**src/rtl/core/indexed_char_list_store_unit_assert.svh**
```systemverilog
// Assertion macros shared by the RTL.
`ifndef INDEXED_CHAR_LIST_STORE_UNIT_ASSERT_SVH
`define INDEXED_CHAR_LIST_STORE_UNIT_ASSERT_SVH

// Checked only while out of reset.
`define ICLS_ASSERT(label, prop, msg) \
  label: assert property (@(posedge clk_i) disable iff (!rst_ni) (prop)) else $error(msg);

// Checked at every edge, reset included.
`define ICLS_ASSERT_ALWAYS(label, prop, msg) \
  label: assert property (@(posedge clk_i) (prop)) else $error(msg);

`endif

```
**src/rtl/core/icls_pkg.sv**
```systemverilog
package icls_pkg;

  localparam int unsigned CAPACITY = 64;
  localparam int unsigned IDX_W    = $clog2(CAPACITY);
  localparam int unsigned LEN_W    = $clog2(CAPACITY + 1);
  localparam int unsigned CMP_W    = LEN_W + 1;

  localparam logic [7:0] SPACE_CHAR = 8'h20;

  typedef enum logic [2:0] {
    CMD_READ    = 3'd0,
    CMD_WRITE   = 3'd1,
    CMD_DELETE  = 3'd2,
    CMD_FIND    = 3'd3,
    CMD_RESTART = 3'd4
  } cmd_e;

  typedef enum logic [2:0] {
    ST_IDLE,
    ST_ISSUE,
    ST_RDATA,
    ST_DPREP,
    ST_SHIFT,
    ST_SCAN,
    ST_DONE
  } state_e;

  // Request from sequencer to the character store
  typedef struct packed {
    logic             we;
    logic [IDX_W-1:0] waddr;
    logic [7:0]       wdata;
    logic [IDX_W-1:0] raddr;
    logic             clr;
  } store_req_t;

endpackage

```
**src/rtl/core/icls_if.sv**
```systemverilog
interface icls_cmd_if;
  logic       valid;
  logic       ready;
  logic [2:0] command;
  logic [6:0] position;
  logic [7:0] char_value;

  modport source (output valid, output command, output position, output char_value,
                  input ready);
  modport sink   (input valid, input command, input position, input char_value,
                  output ready);
endinterface

interface icls_res_if;
  logic       valid;
  logic       ready;
  logic [7:0] read_value;
  logic [5:0] found_position;
  logic       status;

  modport source (output valid, output read_value, output found_position,
                  output status, input ready);
  modport sink   (input valid, input read_value, input found_position,
                  input status, output ready);
endinterface

```
**src/rtl/core/icls_store.sv**
```systemverilog
module icls_store (
  input  logic                 clk_i,
  input  logic                 rst_ni,
  input  icls_pkg::store_req_t req_i,
  output logic [7:0]           rdata_o
);
  import icls_pkg::*;

  logic [7:0]          mem_q [CAPACITY];
  logic [CAPACITY-1:0] vld_q;
  logic [7:0]          raw_q;
  logic                rvld_q;

  // entry not yet written since reset/restart reads as space
  always_ff @(posedge clk_i or negedge rst_ni) begin
    if (!rst_ni) begin
      vld_q <= '0;
    end else if (req_i.clr) begin
      vld_q <= '0;
    end else if (req_i.we) begin
      vld_q[req_i.waddr] <= 1'b1;
    end
  end

  always_ff @(posedge clk_i) begin
    if (req_i.we) begin
      mem_q[req_i.waddr] <= req_i.wdata;
    end
    raw_q  <= mem_q[req_i.raddr];
    rvld_q <= vld_q[req_i.raddr];
  end

  assign rdata_o = rvld_q ? raw_q : SPACE_CHAR;

endmodule

```
**src/rtl/core/icls_seq.sv**
```systemverilog
`include "indexed_char_list_store_unit_assert.svh"

module icls_seq (
  input  logic                 clk_i,
  input  logic                 rst_ni,
  input  logic                 cmd_valid_i,
  output logic                 cmd_ready_o,
  input  logic [2:0]           cmd_command_i,
  input  logic [6:0]           cmd_position_i,
  input  logic [7:0]           cmd_char_value_i,
  output logic                 res_valid_o,
  input  logic                 res_ready_i,
  output logic [7:0]           res_read_value_o,
  output logic [5:0]           res_found_position_o,
  output logic                 res_status_o,
  output icls_pkg::store_req_t req_o,
  input  logic [7:0]           rdata_i
);
  import icls_pkg::*;

  state_e           st_q, st_d;
  cmd_e             cmd_q, cmd_d;
  logic [6:0]       pos_q, pos_d;
  logic [7:0]       val_q, val_d;
  logic [LEN_W-1:0] len_q, len_d;
  logic [IDX_W-1:0] idx_q, idx_d;
  logic [7:0]       rs_rd_q, rs_rd_d;
  logic [5:0]       rs_fp_q, rs_fp_d;
  logic             rs_st_q, rs_st_d;
  logic             out_vld_q, out_vld_d;
  logic [7:0]       out_rd_q, out_rd_d;
  logic [5:0]       out_fp_q, out_fp_d;
  logic             out_st_q, out_st_d;

  // shared compare unit
  logic [CMP_W-1:0] cmp_a, cmp_b;
  logic             cmp_lt;
  logic [CMP_W-1:0] idx_ext, len_ext;

  assign cmp_lt  = cmp_a < cmp_b;
  assign idx_ext = {{(CMP_W-IDX_W){1'b0}}, idx_q};
  assign len_ext = {1'b0, len_q};

  always_ff @(posedge clk_i or negedge rst_ni) begin
    if (!rst_ni) begin
      st_q      <= ST_IDLE;
      len_q     <= LEN_W'(CAPACITY);
      out_vld_q <= 1'b0;
    end else begin
      st_q      <= st_d;
      len_q     <= len_d;
      out_vld_q <= out_vld_d;
    end
  end

  always_ff @(posedge clk_i) begin
    cmd_q    <= cmd_d;
    pos_q    <= pos_d;
    val_q    <= val_d;
    idx_q    <= idx_d;
    rs_rd_q  <= rs_rd_d;
    rs_fp_q  <= rs_fp_d;
    rs_st_q  <= rs_st_d;
    out_rd_q <= out_rd_d;
    out_fp_q <= out_fp_d;
    out_st_q <= out_st_d;
  end

  always_comb begin
    st_d      = st_q;
    cmd_d     = cmd_q;
    pos_d     = pos_q;
    val_d     = val_q;
    len_d     = len_q;
    idx_d     = idx_q;
    rs_rd_d   = rs_rd_q;
    rs_fp_d   = rs_fp_q;
    rs_st_d   = rs_st_q;
    out_vld_d = out_vld_q;
    out_rd_d  = out_rd_q;
    out_fp_d  = out_fp_q;
    out_st_d  = out_st_q;
    req_o     = '0;
    cmp_a     = '0;
    cmp_b     = '0;
    cmd_ready_o = 1'b0;

    if (res_ready_i) begin
      out_vld_d = 1'b0;
    end

    unique case (st_q)
      ST_IDLE: begin
        cmd_ready_o = 1'b1;
        if (cmd_valid_i) begin
          cmd_d = cmd_e'(cmd_command_i);
          pos_d = cmd_position_i;
          val_d = cmd_char_value_i;
          st_d  = ST_ISSUE;
        end
      end

      ST_ISSUE: begin
        rs_rd_d = '0;
        rs_fp_d = '0;
        rs_st_d = 1'b0;
        st_d    = ST_DONE;
        cmp_a   = {1'b0, pos_q};
        cmp_b   = len_ext;
        unique case (cmd_q)
          CMD_READ: begin
            if (cmp_lt) begin
              req_o.raddr = pos_q[IDX_W-1:0];
              st_d        = ST_RDATA;
            end else begin
              rs_st_d = 1'b1;
            end
          end
          CMD_WRITE: begin
            if (cmp_lt) begin
              req_o.we    = 1'b1;
              req_o.waddr = pos_q[IDX_W-1:0];
              req_o.wdata = val_q;
            end else begin
              rs_st_d = 1'b1;
            end
          end
          CMD_DELETE: begin
            if (cmp_lt) begin
              idx_d = pos_q[IDX_W-1:0];
              st_d  = ST_DPREP;
            end else begin
              rs_st_d = 1'b1;
            end
          end
          CMD_FIND: begin
            cmp_a = '0;
            if (cmp_lt) begin
              req_o.raddr = '0;
              idx_d       = '0;
              st_d        = ST_SCAN;
            end else begin
              rs_st_d = 1'b1;
            end
          end
          CMD_RESTART: begin
            // saturate new length at capacity
            cmp_a     = CMP_W'(CAPACITY);
            cmp_b     = {1'b0, pos_q};
            req_o.clr = 1'b1;
            len_d     = cmp_lt ? LEN_W'(CAPACITY) : LEN_W'(pos_q);
          end
          default: begin
          end
        endcase
      end

      ST_RDATA: begin
        rs_rd_d = rdata_i;
        st_d    = ST_DONE;
      end

      ST_DPREP: begin
        cmp_a = idx_ext + CMP_W'(1);
        cmp_b = len_ext;
        if (cmp_lt) begin
          req_o.raddr = idx_q + IDX_W'(1);
          st_d        = ST_SHIFT;
        end else begin
          len_d = len_q - LEN_W'(1);
          st_d  = ST_DONE;
        end
      end

      ST_SHIFT: begin
        // rdata holds entry idx+1, move it down
        req_o.we    = 1'b1;
        req_o.waddr = idx_q;
        req_o.wdata = rdata_i;
        cmp_a       = idx_ext + CMP_W'(2);
        cmp_b       = len_ext;
        if (cmp_lt) begin
          req_o.raddr = idx_q + IDX_W'(2);
          idx_d       = idx_q + IDX_W'(1);
        end else begin
          len_d = len_q - LEN_W'(1);
          st_d  = ST_DONE;
        end
      end

      ST_SCAN: begin
        cmp_a = idx_ext + CMP_W'(1);
        cmp_b = len_ext;
        if (rdata_i == val_q) begin
          rs_fp_d = 6'(idx_q);
          st_d    = ST_DONE;
        end else if (cmp_lt) begin
          req_o.raddr = idx_q + IDX_W'(1);
          idx_d       = idx_q + IDX_W'(1);
        end else begin
          rs_st_d = 1'b1;
          st_d    = ST_DONE;
        end
      end

      ST_DONE: begin
        if (!out_vld_q || res_ready_i) begin
          out_vld_d = 1'b1;
          out_rd_d  = rs_rd_q;
          out_fp_d  = rs_fp_q;
          out_st_d  = rs_st_q;
          st_d      = ST_IDLE;
        end
      end

      default: begin
        st_d = ST_IDLE;
      end
    endcase
  end

  assign res_valid_o          = out_vld_q;
  assign res_read_value_o     = out_rd_q;
  assign res_found_position_o = out_fp_q;
  assign res_status_o         = out_st_q;

  `ICLS_ASSERT_ALWAYS(len_within_cap, len_q <= LEN_W'(CAPACITY), "list length above capacity")
  `ICLS_ASSERT(no_write_when_idle, (st_q == ST_IDLE || st_q == ST_DONE) |-> !req_o.we,
               "store write outside command execution")
  `ICLS_ASSERT(shift_in_list, st_q == ST_SHIFT |-> (idx_ext + CMP_W'(1)) < len_ext,
               "delete shift reads past list end")
  `ICLS_ASSERT(found_implies_ok, (res_valid_o && res_found_position_o != 6'd0) |-> !res_status_o,
               "found position reported with missing status")

endmodule

```
**src/rtl/core/indexed_char_list_store_unit.sv**
```systemverilog
// Channel | Dir | Fields                                   | Beat accepted
// cmd_i   | in  | command[2:0] position[6:0] char_value[7:0] | valid && ready
// res_o   | out | read_value[7:0] found_position[5:0] status | valid && ready
//
// Walks: delete shifts each later entry down a slot; find scans from index 0
//   to the first hit or the list end. Both go one entry per cycle, paced by the
//   store's single read port.
// Reset: list length is capacity and every entry reads as space; no clearing pass.
// Restart clears all the entry valid flags together.
// Stalls: one result beat is held in an output register, so the next command
//   is taken while it waits; a command finishes only once that register frees up.
module indexed_char_list_store_unit (
  input  logic       clk_i,
  input  logic       rst_ni,
  icls_cmd_if.sink   cmd_i,
  icls_res_if.source res_o
);
  import icls_pkg::*;

  store_req_t store_req;
  logic [7:0] store_rdata;

  // sequencer: decode, range checks, shift/scan walk, result register
  icls_seq u_seq (
    .clk_i                (clk_i),
    .rst_ni               (rst_ni),
    .cmd_valid_i          (cmd_i.valid),
    .cmd_ready_o          (cmd_i.ready),
    .cmd_command_i        (cmd_i.command),
    .cmd_position_i       (cmd_i.position),
    .cmd_char_value_i     (cmd_i.char_value),
    .res_valid_o          (res_o.valid),
    .res_ready_i          (res_o.ready),
    .res_read_value_o     (res_o.read_value),
    .res_found_position_o (res_o.found_position),
    .res_status_o         (res_o.status),
    .req_o                (store_req),
    .rdata_i              (store_rdata)
  );

  // 64 x 8 character store, registered read, space for unwritten entries
  icls_store u_store (
    .clk_i   (clk_i),
    .rst_ni  (rst_ni),
    .req_i   (store_req),
    .rdata_o (store_rdata)
  );

endmodule

```
**src/flat_wrapper.sv**
```systemverilog
// flat-port wrapper written by rule: the top's interface ports become plain ports
module indexed_char_list_store_unit_flat import icls_pkg::*;
  (clk_i, rst_ni, cmd_i_valid, cmd_i_command, cmd_i_position, cmd_i_char_value, cmd_i_ready, res_o_valid, res_o_read_value, res_o_found_position, res_o_status, res_o_ready);
  icls_cmd_if cmd_i_i ();
  icls_res_if res_o_i ();
  input  logic clk_i;
  input  logic rst_ni;
  input wire logic [$bits(cmd_i_i.valid)-1:0] cmd_i_valid;
  input wire logic [$bits(cmd_i_i.command)-1:0] cmd_i_command;
  input wire logic [$bits(cmd_i_i.position)-1:0] cmd_i_position;
  input wire logic [$bits(cmd_i_i.char_value)-1:0] cmd_i_char_value;
  output wire logic [$bits(cmd_i_i.ready)-1:0] cmd_i_ready;
  output wire logic [$bits(res_o_i.valid)-1:0] res_o_valid;
  output wire logic [$bits(res_o_i.read_value)-1:0] res_o_read_value;
  output wire logic [$bits(res_o_i.found_position)-1:0] res_o_found_position;
  output wire logic [$bits(res_o_i.status)-1:0] res_o_status;
  input wire logic [$bits(res_o_i.ready)-1:0] res_o_ready;
  assign cmd_i_i.valid = cmd_i_valid;
  assign cmd_i_i.command = cmd_i_command;
  assign cmd_i_i.position = cmd_i_position;
  assign cmd_i_i.char_value = cmd_i_char_value;
  assign cmd_i_ready = cmd_i_i.ready;
  assign res_o_valid = res_o_i.valid;
  assign res_o_read_value = res_o_i.read_value;
  assign res_o_found_position = res_o_i.found_position;
  assign res_o_status = res_o_i.status;
  assign res_o_i.ready = res_o_ready;
  indexed_char_list_store_unit u_core (.clk_i(clk_i), .rst_ni(rst_ni), .cmd_i(cmd_i_i), .res_o(res_o_i));
endmodule
```
**config.mk**
```make
export PLATFORM = sky130hd
export DESIGN_NAME = indexed_char_list_store_unit_flat
export DESIGN_NICKNAME = d
export VERILOG_FILES = /design/src/rtl/core/icls_pkg.sv /design/src/rtl/core/icls_if.sv /design/src/rtl/core/icls_store.sv /design/src/rtl/core/icls_seq.sv /design/src/rtl/core/indexed_char_list_store_unit.sv /design/src/flat_wrapper.sv
export VERILOG_INCLUDE_DIRS = /design/src /design/src/rtl/core
export SDC_FILE = /design/constraint.sdc
export NUM_CORES = 1
export LEC_CHECK = 0
export BUFFER_PORTS_ARGS = -buffer_cell sky130_fd_sc_hd__buf_2
export CORE_MARGIN = 3
export CORE_UTILIZATION = 35
export CTS_CLUSTER_SIZE = 30
export DETAILED_ROUTE_END_ITERATION = 7
export PLACE_DENSITY_LB_ADDON = 0.12
export SYNTH_ARGS = -nofsm -noshare
export SYNTH_HDL_FRONTEND = slang
export SYNTH_SLANG_ARGS = --single-unit
```
**constraint.sdc**
```tcl
create_clock -name clk_i -period 13 [get_ports clk_i]
set_input_delay 1.3 -clock clk_i [delete_from_list [all_inputs] [get_ports clk_i]]
set_output_delay 1.3 -clock clk_i [all_outputs]
set_load 0.05 [all_outputs]
```
# ---- Yosys cells after proc, flatten, opt, wreduce, memory -nomap -nowiden
# Memories as Yosys holds them, arrays and structs flattened. A register that Yosys moved wholly into a read port is not among the register bits.
# Cells that the tools add are included.
dict set report word_totals {
  register_bits 130
  ram_bits 512
  mem_count 1
  word_cells 124
  in_bits 22
  out_inout_bits 17
}
# memory words word_bits rd rd_ports_with_merged_regs write_ports line_no
set memory_table {}
lappend memory_table {u_core.u_store.mem_q 64 8 1 1 1 icls_store.sv:9} ;# logic [7:0] mem_q [CAPACITY];
dict set report op_classes {
  n_lt_le_gt_ge 4
  addsub 5
  n_reduce_logical 21
  bitwise 1
  n_eq_ne 21
  n_mux 56
}
# op count
set ops {}
lappend ops {{64-bit two-way mux} 2}
lappend ops {{64-bit OR} 1}
lappend ops {{6-bit two-way mux} 10}
lappend ops {{7-bit one-hot mux with 2 select lines} 3}
lappend ops {{15-bit two-way mux} 2}
lappend ops {{15-bit one-hot mux with 2 select lines} 1}
lappend ops {{7-bit two-way mux} 4}
lappend ops {{6-bit one-hot mux with 2 select lines} 2}
lappend ops {{6-bit one-hot mux with 4 select lines} 1}
lappend ops {{3-bit one-hot mux with 7 select lines} 1}
lappend ops {{7-bit one-hot mux with 3 select lines} 1}
lappend ops {{3-bit two-way mux} 6}
lappend ops {{6-bit one-hot mux with 3 select lines} 1}
lappend ops {{8-bit one-hot mux with 2 select lines} 1}
lappend ops {{6-bit by 7-bit less-than comparator with 1-bit output (second input constant)} 2}
lappend ops {{1-bit two-way mux} 14}
lappend ops {{3-bit by 2-bit equality test with 1-bit output (second input constant)} 4}
lappend ops {{3-bit equality test (second input constant)} 4}
lappend ops {{2-bit inequality test (second input constant)} 6}
lappend ops {{3-bit one-hot mux with 3 select lines} 1}
lappend ops {{8-bit equality test} 1}
lappend ops {{8-bit two-way mux} 1}
lappend ops {{2-bit AND reduction} 4}
lappend ops {{2-bit nonzero test} 4}
lappend ops {{25 further kinds} 31}

# ---- Logic depth before layout (Yosys ltp)
# Gate-level depths: netlist of run 1.
dict set report logic_depth {
  ltp_word 14
  depth_mapped 22
  ltp_nobuf 16
}

# ---- By module
# Synthesis of run 1 repeated with hierarchy kept, for this count alone.
dict set report hier_totals {
  hier_cells 1487
  hier_area_um2 26364.0
}
# module n_inst area_each_um2 cells_per_inst seq_area_each_um2
set modules_own_cells {}
lappend modules_own_cells {icls_store 1 22838.2 1172 17156.5}
lappend modules_own_cells {icls_seq 1 3525.9 315 1898.1}

# ---- Worst setup path before layout of run 1
# Ideal clock, no wire load.
dict set report synth_timing {
  kind {reg-to-reg}
  from {register u_core.u_seq.st_q[1]}
  to {memory u_core.u_store.mem_q[49][0] (enable)}
  n_path_buf 4
  arrival_ns 3.978
  path_stages_with_launch 17
  period_less_slack_ns 4.352
  required_time_ns 12.626
  path_slack_ns 8.648
  setup_ns 0.374
  path_cell_list {dfrtp_1 > buf_2 > buf_2 > nor3b_2 > clkbuf_1 > a22oi_1 > o21ai_0 > ha_1 > nand4_1 > o21bai_1 > a311oi_4 > and4_1 > buf_1 > a32oi_1 > o21ai_0 > nand2_1 > nor2_1}
}
dict set report synth_between {
  elab_chain_len 9
  word_cells_on_any_way 14
  cone_classes {order compare: 1; eq/ne: 4; mux: 7; reduce/logical: 2}
}
# element line_no
set synth_rtl {}
lappend synth_rtl {{from (decl)} icls_seq.sv:21} ;# state_e st_q, st_d;
lappend synth_rtl {{from (signal assigned)} icls_seq.sv:50} ;# st_q <= st_d;
lappend synth_rtl {{3-bit equality test or 3-bit by 2-bit equality test with 1-bit output (tied branches)} icls_seq.sv:92} ;# unique case (st_q)
lappend synth_rtl {{3-bit OR reduction (no source line) or 2-bit OR reduction (tied branches)} n/a}
lappend synth_rtl {{7-bit one-hot mux with 2 select lines or 7-bit one-hot mux with 3 select lines (tied branches)} icls_seq.sv:92}
lappend synth_rtl {{7-bit less-than comparator} icls_seq.sv:40} ;# assign cmp_lt = cmp_a < cmp_b;
lappend synth_rtl {{15-bit two-way mux} icls_seq.sv:120} ;# if (cmp_lt) begin
lappend synth_rtl {{15-bit two-way mux} icls_seq.sv:110} ;# unique case (cmd_q)
lappend synth_rtl {{15-bit one-hot mux with 2 select lines *} icls_seq.sv:92}
lappend synth_rtl {{1-bit two-way mux} icls_store.sv:26} ;# if (req_i.we) begin
lappend synth_rtl {{1-bit two-way mux (not written as such)} icls_store.sv:27} ;# mem_q[req_i.waddr] <= req_i.wdata;
lappend synth_rtl {{to (decl)} icls_store.sv:9}
# Mark *: on every way between the ends. The rest lies on a longest branch, timed or not.

# ---- Final worst setup path of run 1
dict set report layout_timing {
  from {register u_core.u_seq.st_q[0]}
  to {register u_core.u_store.raw_q[6] (read register of u_core.u_store.mem_q)}
}
dict set report layout_between {
  elab_chain_len 7
  word_cells_on_any_way 15
  cone_classes {order compare: 1; eq/ne: 4; mux: 8; reduce/logical: 2}
}
# element line_no
set layout_rtl {}
lappend layout_rtl {{3-bit equality test or 3-bit by 2-bit equality test with 1-bit output (tied branches)} icls_seq.sv:92}
lappend layout_rtl {{3-bit OR reduction (no source line) or 2-bit OR reduction (tied branches)} n/a}
lappend layout_rtl {{7-bit one-hot mux with 2 select lines or 7-bit one-hot mux with 3 select lines (tied branches)} icls_seq.sv:92}
lappend layout_rtl {{7-bit less-than comparator} icls_seq.sv:40}
lappend layout_rtl {{6-bit two-way mux, on equally long branches} {icls_seq.sv:166, icls_seq.sv:197, icls_seq.sv:112}}
lappend layout_rtl {{6-bit two-way mux, on equally long branches} n/a}
lappend layout_rtl {{6-bit one-hot mux with 4 select lines *} icls_seq.sv:92}
lappend layout_rtl {{to (decl)} icls_store.sv:11} ;# logic [7:0] raw_q;
# Marked as above.
# A chain may end at the register's enable or synchronous reset.

==> results of run 1 <==
[worst min path at each step]
stage | from | endpoint | slack [ns] | depth (start not counted)
6_report | u_core.u_seq.rs_rd_q[3]$_SDFFCE_PN0P_ | u_core.u_seq.res_read_value_o[3]$_DFFE_PP_ | 0.42 | 0
3_3_place_gp | u_core.u_seq.rs_fp_q[0]$_SDFFCE_PP0P_ | u_core.u_seq.res_found_position_o[0]$_DFFE_PP_ | 0.40 | 0
3_5_place_dp | u_core.u_seq.rs_st_q$_SDFFCE_PN1P_ | u_core.u_seq.res_status_o$_DFFE_PP_ | 0.40 | 0
2_1_floorplan | u_core.u_seq.rs_fp_q[0]$_SDFFCE_PP0P_ | u_core.u_seq.res_found_position_o[0]$_DFFE_PP_ | 0.40 | 0
4_1_cts | u_core.u_seq.rs_rd_q[3]$_SDFFCE_PN0P_ | u_core.u_seq.res_read_value_o[3]$_DFFE_PP_ | 0.42 | 0
5_1_grt | u_core.u_seq.rs_rd_q[7]$_SDFFCE_PN0P_ | u_core.u_seq.res_read_value_o[7]$_DFFE_PP_ | 0.43 | 0
[state kept, by name, summed over array words and instances (netlist names)]
signal and count:
u_core.u_seq.res_status_o 1, u_core.u_seq.cmd_q 3, u_core.u_seq.len_q 7, u_core.u_store.rvld_q 1, u_core.u_seq.pos_q 7, u_core.u_store.vld_q 64
u_core.u_seq.val_q 8, u_core.u_seq.rs_st_q 1, u_core.u_seq.idx_q 6, u_core.u_seq.rs_rd_q 8, u_core.u_store.raw_q 8, u_core.u_store.mem_q 512
u_core.u_seq.st_q 3, u_core.u_seq.res_read_value_o 8, u_core.u_seq.res_found_position_o 6, u_core.u_seq.rs_fp_q 6, u_core.u_seq.res_valid_o 1
[cells by family (layout without fill, tap and decap cells)]
group / after synthesis / count (layout) / synth area share
mux: 114 / 114 / 0.0434
xor+xnor: 12 / 12 / 0.00382
compound gates: 481 / 481 / 0.126
simple gates: 639 / 639 / 0.105
buf+inv: 155 / 220 / 0.0253
flops: 650 / 650 / 0.693
fa+ha+maj: 9 / 9 / 0.00410
[layer usage]
metal | wire length (um) | part of all wire | vias up
met3 | 5950 | 0.069 | 129
met2 | 38900 | 0.45 | 690
met5 | 0 | 0 | -
li1 | - | - | 7855
met1 | 38400 | 0.45 | 9069
met4 | 2580 | 0.030 | 0
[synthesized netlist by cell type, types with 14 or more instances]
| library cell | instances | share of area |
|---|---|---|
| and2_1 | 17 | 0.0039 |
| a211oi_1 | 32 | 0.0087 |
| inv_1 | 19 | 0.0026 |
| nor2_1 | 106 | 0.014 |
| nand3_1 | 73 | 0.013 |
| a21oi_1 | 103 | 0.019 |
| a21o_1 | 15 | 0.0041 |
| o21ai_0 | 41 | 0.0075 |
| and3_1 | 29 | 0.0066 |
| mux2i_1 | 99 | 0.036 |
| buf_2 | 55 | 0.010 |
| nand4_1 | 14 | 0.0032 |
| a22o_1 | 15 | 0.0048 |
| nand2_1 | 325 | 0.044 |
| o22ai_1 | 18 | 0.0041 |
| a221oi_1 | 26 | 0.0083 |
| a32oi_1 | 18 | 0.0057 |
| o211ai_1 | 23 | 0.0063 |
| a311oi_1 | 17 | 0.0054 |
| nor3_1 | 22 | 0.0040 |
| dfrtp_1 | 74 | 0.067 |
| clkbuf_1 | 58 | 0.0079 |
| o211a_1 | 25 | 0.0091 |
| edfxtp_1 | 566 | 0.62 |
| o21a_1 | 63 | 0.017 |
| a22oi_1 | 20 | 0.0055 |
[metrics by stage]
stage                     worst slack, ns  hold WS (ns)  area [sq um]
after detailed placement             5.91         0.405         28700
after global placement               6.15         0.404         28700
after global routing                 5.36         0.428         31000
final                                5.89         0.420         31000
after CTS                            5.88         0.424         31000
after floorplan                      8.65         0.400         27500
[worst max-delay path: cells and delay by family, from the launching register on]
family | cells | cell delay (ns)
buffers and inverters | 2 | 1.51
adders and majority gates | 1 | 0.35
AOI/OAI and AO/OA | 9 | 2.52
DFF | 1 | 0.69
and+or+nand+nor | 5 | 1.85
[area by class of cell]
class	count	area share
Clock buffer	99	0.0648
Clock inverter	33	0.00989
Inverter	19	0.00230
Multi-Input combinational cell	1255	0.252
Sequential cell	650	0.615
Tap cell	1040	0.0420
Timing Repair Buffer	69	0.0141
==> reports/metrics.yaml, run 1 <==
final-seq-area_sq_mm: 0.0191
finalSetupTns_ns: 0
firstDrtPassIters: 6
fmax_mhz: 141
instances_no_fill: 3165
status: "finished clean"
cts_buffers: 72
syn_area_per_cell_sq_um: 13.3
rrSetupSlack_ns: 5.89
cts_root_buf: "clkbuf_16"
rr_endpoint: "u_core.u_store.raw_q[6]$_DFF_P_"
worst_pin_slew_ns: 1.19
drtIter0Drc: 1583
ff2ff_path_depth: 17
drive_gt1_frac: 0.106
synth.distinct_cells: 81
cts_tree: "yes"
grt_pass1_vias: 17224
totalWireLength_um: 85800
slowest_delay_ns: 0.78
mostFrequentLayoutCell: "edfxtp_1"
start_util: 0.354
hold_class: "reg2reg"
async_flop_share: 0.115
synthCells: 2060
area_growth_pct: 12.7
placementRows: 102
ys_seq_elements: 650
dp_cells: 3033
cts.htree.levels: 3
end_kind: "flip-flop"
multi_input_area_sq_mm: 0.00781
clk-insertion-delay-late_ns: 0.62
track_usage: 0.207
cts_hold_buf: 0
yosysSeqAreaShare: 0.693
cp.required_ns: 13.56
ys.flop_type: "edfxtp_1"
finClkSkew_ns: 0.0262
yosys_warnings: 0
slew_viol_final: 0
fin_nets: 2098
grt_util_met2: 0.319
num-fill-cells: 7292
cts_max_path_buffers: 3
syn_nets: 2091
r2r_start: "u_core.u_seq.st_q[0]$_DFFE_PN0P_"
use_met1: 0.299
worstPathCellList: "nor2b_1 -> nand2_1 -> nor2_1 -> a22oi_1 -> ha_1 -> a21oi_1 -> o21bai_1 -> a311oi_4 -> nand2_2 -> a21oi_4 -> buf_4 -> buf_4 -> nand2_1 -> a311oi_1 -> a311oi_1 -> a311oi_1 -> a22o_1"
route.detailed.drc: 0
n_antenna_cell: 0
final_cell_mix: "566 x edfxtp_1, 324 x nand2_1, 105 x nor2_1, 103 x a21oi_1, 99 x mux2i_1"
via_per_inst: 5.61
cts_resized: 0
grt_max_degree: 129
cp_common_cell: "a311oi_1"
post_cts_buffers: 0
grt_pass1_wl_um: 125000
core_sq_mm: 0.0776
clock-sinks: 650
die_x_um: 286
grt_setup_unrepaired: "false"
synth-edff-count: 566
ios: 39
port_buffers: 38
cp_slowest_cell: "buf_4"
antenna_found_initial: 3
via_count: 17743
grt_busiest_layer: "met2"
ant_nets: 0
period_share: 0.547
setup_viol: 0
path_max_fanout: 67
netlist_area_sq_mm: 0.0275
dpl.hpwl_um: 52600
cp.arrival_ns: 7.68
critPathCapture: "u_core.u_store.raw_q[6]$_DFF_P_"
grt_overflow: 0
die_h_um: 286
startpoint_type: "flip-flop"
fin_crit_ns: 7.11
critPathKind: "reg2reg"
utilization: 0.399
cts.clk_slew.worst_paths_ns: 0.06
use_met3: 0.0361
gp_congestion: 0.947
crit_start: "u_core.u_seq.st_q[0]$_DFFE_PN0P_"
max_slew_margin: 0.203
max-cap-violations: 0
hold_viol: 0
fp.dieArea_sq_mm: 0.0819
avgRoutedWirePerCell_um: 27.1
Power of run 1 is left out: the tool's default activity adds up to more than one toggle a clock period on the data nets, which glitch-free logic cannot reach.
==> run 2, diff against run 1 <==
==> constraint.sdc (replaced) <==
create_clock -name clk_i -period 7.2 [get_ports clk_i]
set_input_delay 0.72 -clock clk_i [delete_from_list [all_inputs] [get_ports clk_i]]
set_output_delay 0.72 -clock clk_i [all_outputs]
set_load 0.05 [all_outputs]
==> run 2 against run 1 <==
Effect of this change: sequential share of layout area fell by 1.1 points; worst hold slack worse by 0.26 ns; final cell count grew 1.6%; highest routed layer unchanged; first-iteration DRC count up 10%; critical endpoint is now u_core.u_store.mem_q[57][1]$_DFFE_PP_; global-route usage rose by 0.17 points.
==> reports/metrics.yaml, run 2 (synthesis gave the netlist of run 1 again) <==
path_max_fanout: 29
max_slew_margin: 0.205
grt_setup_unrepaired: "false"
period_share: 0.909
fin_nets: 2147
grt_pass1_wl_um: 126000
cts_tree: "yes"
fp.dieArea_sq_mm: 0.0819
final-seq-area_sq_mm: 0.0191
clock-sinks: 650
placementRows: 102
start_util: 0.354
grt_max_degree: 65
firstDrtPassIters: 5
cp_slowest_cell: "dfrtp_1"
rrSetupSlack_ns: 0.65
via_per_inst: 5.62
top_regs: "u_core.u_store.mem_q (512), u_core.u_store.vld_q (64)"
multi_input_area_sq_mm: 0.00781
dpl.hpwl_um: 55600
cts.clk_slew.worst_paths_ns: 0.06
fin_crit_ns: 6.55
die_h_um: 286
worst_pin_slew_ns: 1.19
post_cts_buffers: 0
critPathKind: "reg2reg"
setup_viol: 0
status: "finished clean"
end_kind: "flip-flop"
die_x_um: 286
cts_buffers: 72
slowest_delay_ns: 0.87
grt_pass1_vias: 17510
hold_class: "in2async"
final_cell_mix: "566 x edfxtp_1, 324 x nand2_1, 106 x nor2_1, 103 x a21oi_1, 99 x mux2i_1"
hold_viol: 0
num-fill-cells: 7245
core_sq_mm: 0.0776
cts_root_buf: "clkbuf_16"
gp_congestion: 0.885
cts.htree.levels: 3
worstPathCellList: "nand2b_1 -> or2_0 -> nor2_1 -> a221o_1 -> ha_1 -> a21oi_1 -> a21boi_0 -> a311oi_4 -> and4_1 -> a21o_1 -> a32oi_1 -> o21ai_0 -> nand2_1 -> nor2_1"
startpoint_type: "flip-flop"
ant_nets: 0
largest_register_ffs: 512
cp.arrival_ns: 6.80
antenna_found_initial: 1
via_count: 18089
critPathTopFamily: "simple AND/OR/NAND/NOR gates"
route.detailed.drc: 0
regMostFlops: "u_core.u_store.mem_q"
max-cap-violations: 0
mostFrequentLayoutCell: "edfxtp_1"
cp_common_cell: "nor2_1"
slew_viol_final: 0
clk-insertion-delay-late_ns: 0.63
finClkSkew_ns: 0.0269
crit_buf_inv: 0
cp.required_ns: 7.45
fmax_mhz: 153
rr_endpoint: "u_core.u_store.mem_q[57][1]$_DFFE_PP_"
drive_gt1_frac: 0.127
cts_max_path_buffers: 3
port_buffers: 38
cts_resized: 0
ff2ff_path_depth: 14
ios: 39
track_usage: 0.209
cts_hold_buf: 0
grt_overflow: 0
drtIter0Drc: 1741
r2r_start: "u_core.u_seq.st_q[2]$_DFFE_PN0P_"
area_growth_pct: 14.9
finalSetupTns_ns: 0
totalWireLength_um: 86400
avgRoutedWirePerCell_um: 26.9
[run 2: cell type report]
type | count | share of cell area
diodes | 1 | 0.0000793
multi-input cells | 1255 | 0.247
well taps | 1040 | 0.0412
clock buffers | 104 | 0.0657
flip-flops and latches | 650 | 0.603
repair buffers | 118 | 0.0303
inverters | 19 | 0.00226
clock inverters | 29 | 0.00959
[run 2: routing by layer]
metal,vias to the layer above,part of all wire,GRT usage
met3,124,0.059,0.0290
met4,0,0.026,0.0646
met1,9350,0.45,0.296
li1,7992,-,-
met2,623,0.47,0.335
met5,-,0,0
[run 2: worst max-delay path by stage]
stage / startpoint / slack [ns] / depth (start not counted) / to
3_5_place_dp: u_core.u_seq.st_q[2]$_DFFE_PN0P_ / 0.84 / 13 / u_core.u_store.mem_q[47][2]$_DFFE_PP_
3_3_place_gp: u_core.u_seq.st_q[2]$_DFFE_PN0P_ / 0.97 / 14 / u_core.u_store.mem_q[57][7]$_DFFE_PP_
2_1_floorplan: u_core.u_seq.st_q[1]$_DFFE_PN0P_ / 2.85 / 16 / u_core.u_store.mem_q[49][0]$_DFFE_PP_
6_report: u_core.u_seq.st_q[2]$_DFFE_PN0P_ / 0.65 / 14 / u_core.u_store.mem_q[57][1]$_DFFE_PP_
4_1_cts: u_core.u_seq.st_q[2]$_DFFE_PN0P_ / 0.83 / 13 / u_core.u_store.mem_q[47][2]$_DFFE_PP_
5_1_grt: u_core.u_seq.st_q[2]$_DFFE_PN0P_ / 0.26 / 13 / u_core.u_store.mem_q[47][2]$_DFFE_PP_
[run 2: through the flow]
stage | cell area, sq um | setup WS, ns | hold WS [ns] | cells | util
finish | 31600 | 0.654 | 0.165 | 3216 | 0.407
global route | 31600 | 0.256 | 0.207 | 3215 | 0.407
CTS | 31600 | 0.835 | 0.178 | 3215 | 0.407
detailed placement | 29200 | 0.837 | 0.405 | 3082 | 0.376
global placement | 29200 | 0.967 | 0.403 | 3082 | 0.376
floorplan | 27500 | 2.85 | 0.400 | 2060 | -
Power of run 2 is left out for the same reason.
==> run 3, diff against run 2 <==
==> constraint.sdc (replaced) <==
create_clock -name clk_i -period 6.1 [get_ports clk_i]
set_input_delay 0.61 -clock clk_i [delete_from_list [all_inputs] [get_ports clk_i]]
set_output_delay 0.61 -clock clk_i [all_outputs]
set_load 0.05 [all_outputs]
==> run 3 against run 2 <==
Effect of this change: first-iteration DRC count grew 3.3%; cell area grew 1.6%; non-clock buffer count grew 68; maximum frequency grew 21%; routed wire length grew 0.83%; global-route usage grew 0.096 points; highest routed layer unchanged; critical path depth grew 3; sequential cell count is the same; die area is the same.
==> reports/metrics.yaml, run 3 (synthesis gave the netlist of run 1 again) <==
via_count: 18382
top_regs: "u_core.u_store.mem_q (512), u_core.u_store.vld_q (64)"
crit_start: "u_core.u_seq.idx_q[1]$_DFFE_PP_"
drive_gt1_frac: 0.151
start_util: 0.354
regMostFlops: "u_core.u_store.mem_q"
port_buffers: 38
dp_slack_ns: 0.752
n_antenna_cell: 0
die_x_um: 286
core_sq_mm: 0.0776
max_slew_margin: 0.162
end_kind: "flip-flop"
totalWireLength_um: 87100
period_share: 0.890
r2r_start: "u_core.u_seq.idx_q[1]$_DFFE_PP_"
hold_start: "cmd_i_command[1]"
cp_slowest_cell: "edfxtp_1"
avgRoutedWirePerCell_um: 26.5
grt_overflow: 0
final_cell_mix: "566 x edfxtp_1, 324 x nand2_1, 134 x buf_4, 106 x nor2_1, 103 x a21oi_1"
path_max_fanout: 30
via_per_inst: 5.60
firstDrtPassIters: 5
cts_buffers: 72
track_usage: 0.210
setup_slack_ns: 0.669
fp.dieArea_sq_mm: 0.0819
gp_congestion: 0.885
setup_viol: 0
die_h_um: 286
cts_hold_buf: 1
drtIter0Drc: 1799
cts_tree: "yes"
finalSetupTns_ns: 0
status: "finished clean"
largest_register_ffs: 512
cts.htree.levels: 3
place_area_sq_mm: 0.0297
ios: 39
cts_max_path_buffers: 3
design_area_sq_mm: 0.0321
hold_class: "in2reg"
worstPathCellList: "ha_1 -> nand4_1 -> xor2_1 -> inv_1 -> a221o_1 -> ha_1 -> nand4_1 -> nor2_1 -> o21ai_2 -> nand3_2 -> or2_4 -> buf_4 -> a21oi_1 -> a221oi_1 -> nor3_1 -> or4_1 -> o31ai_1"
grt_setup_unrepaired: "false"
area_growth_pct: 16.7
clk-insertion-delay-late_ns: 0.62
grt_pass1_vias: 17924
route.detailed.drc: 0
fmax_mhz: 184
antenna_found_initial: 2
dpl.hpwl_um: 57100
finClkSkew_ns: 0.0212
post_cts_buffers: 0
slowest_delay_ns: 0.61
cts_root_buf: "clkbuf_16"
cp.required_ns: 6.62
ant_nets: 0
worst_pin_slew_ns: 1.26
cts_resized: 0
max-cap-violations: 0
clock-sinks: 650
placementRows: 102
cts.clk_slew.worst_paths_ns: 0.06
fin_crit_ns: 5.43
grt_max_degree: 65
startpoint_type: "flip-flop"
mostFrequentLayoutCell: "edfxtp_1"
hold_viol: 0
cp.arrival_ns: 5.95
grt_pass1_wl_um: 127000
slew_viol_final: 0
critPathKind: "reg2reg"
fin_nets: 2215
## run 3: cell types whose count changed in the layout (fill, tap and decap cells not counted), moves of 2 or more
cell and delta:
clkbuf_8 -5, clkbuf_1 +5, inv_6 +2, clkinv_2 -4, bufinv_16 +2, buf_4 +66
## run 3: through the flow
step	utilization	instances	hold slack [ns]
after floorplan	-	2060	0.314
after global placement	0.383	3149	0.401
after detailed placement	0.383	3149	0.406
after CTS	0.413	3283	0.134
after global routing	0.413	3283	0.142
final	0.413	3283	0.172
## run 3: final timing paths
| check | endpoint | slack (ns) | depth (start not counted) |
|---|---|---|---|
| setup / recovery | u_core.u_store.raw_q[1]$_DFF_P_ | 0.67 | 17 |
| hold / removal | u_core.u_seq.cmd_q[1]$_DFFE_PP_ | 0.17 | 1 |
| setup reg to reg | u_core.u_store.raw_q[1]$_DFF_P_ | 0.67 | 17 |
| hold reg to reg | u_core.u_seq.res_read_value_o[7]$_DFFE_PP_ | 0.42 | 0 |
| max in group asynchronous | u_core.u_store.vld_q[53]$_DFFE_PN0P_ | 4.29 | 3 |
| min in group asynchronous | u_core.u_store.vld_q[24]$_DFFE_PN0P_ | 0.50 | 2 |
## run 3: cell type report
| cell class | instances | area, sq um |
|---|---|---|
| Multi-Input combinational cell | 1255 | 7810 |
| Inverter | 19 | 71.3 |
| Fill cell | 7292 | 45500 |
| Timing Repair Buffer | 186 | 1480 |
| Tap cell | 1040 | 1300 |
| Sequential cell | 650 | 19100 |
| Clock inverter | 30 | 360 |
| Clock buffer | 103 | 2000 |
## run 3: metal layers
layer  track usage  vias to the layer above  share of wire
li1              -                     8123              -
met1         0.294                     9473           0.44
met2         0.331                      645           0.46
met3        0.0336                      141          0.064
met4        0.0770                        0          0.033
met5             0                        -              0
## run 3: worst max-delay path, delay by kind of cell, from the launching register on
family,cells,cell delay [ns]
DFF,1,0.61
adders and majority gates,2,0.62
AOI/OAI and AO/OA,5,1.23
xor gates and xnor gates,1,0.28
buffers and inverters,2,0.52
and+or+nand+nor,7,2.02
Power of run 3 is left out for the same reason.
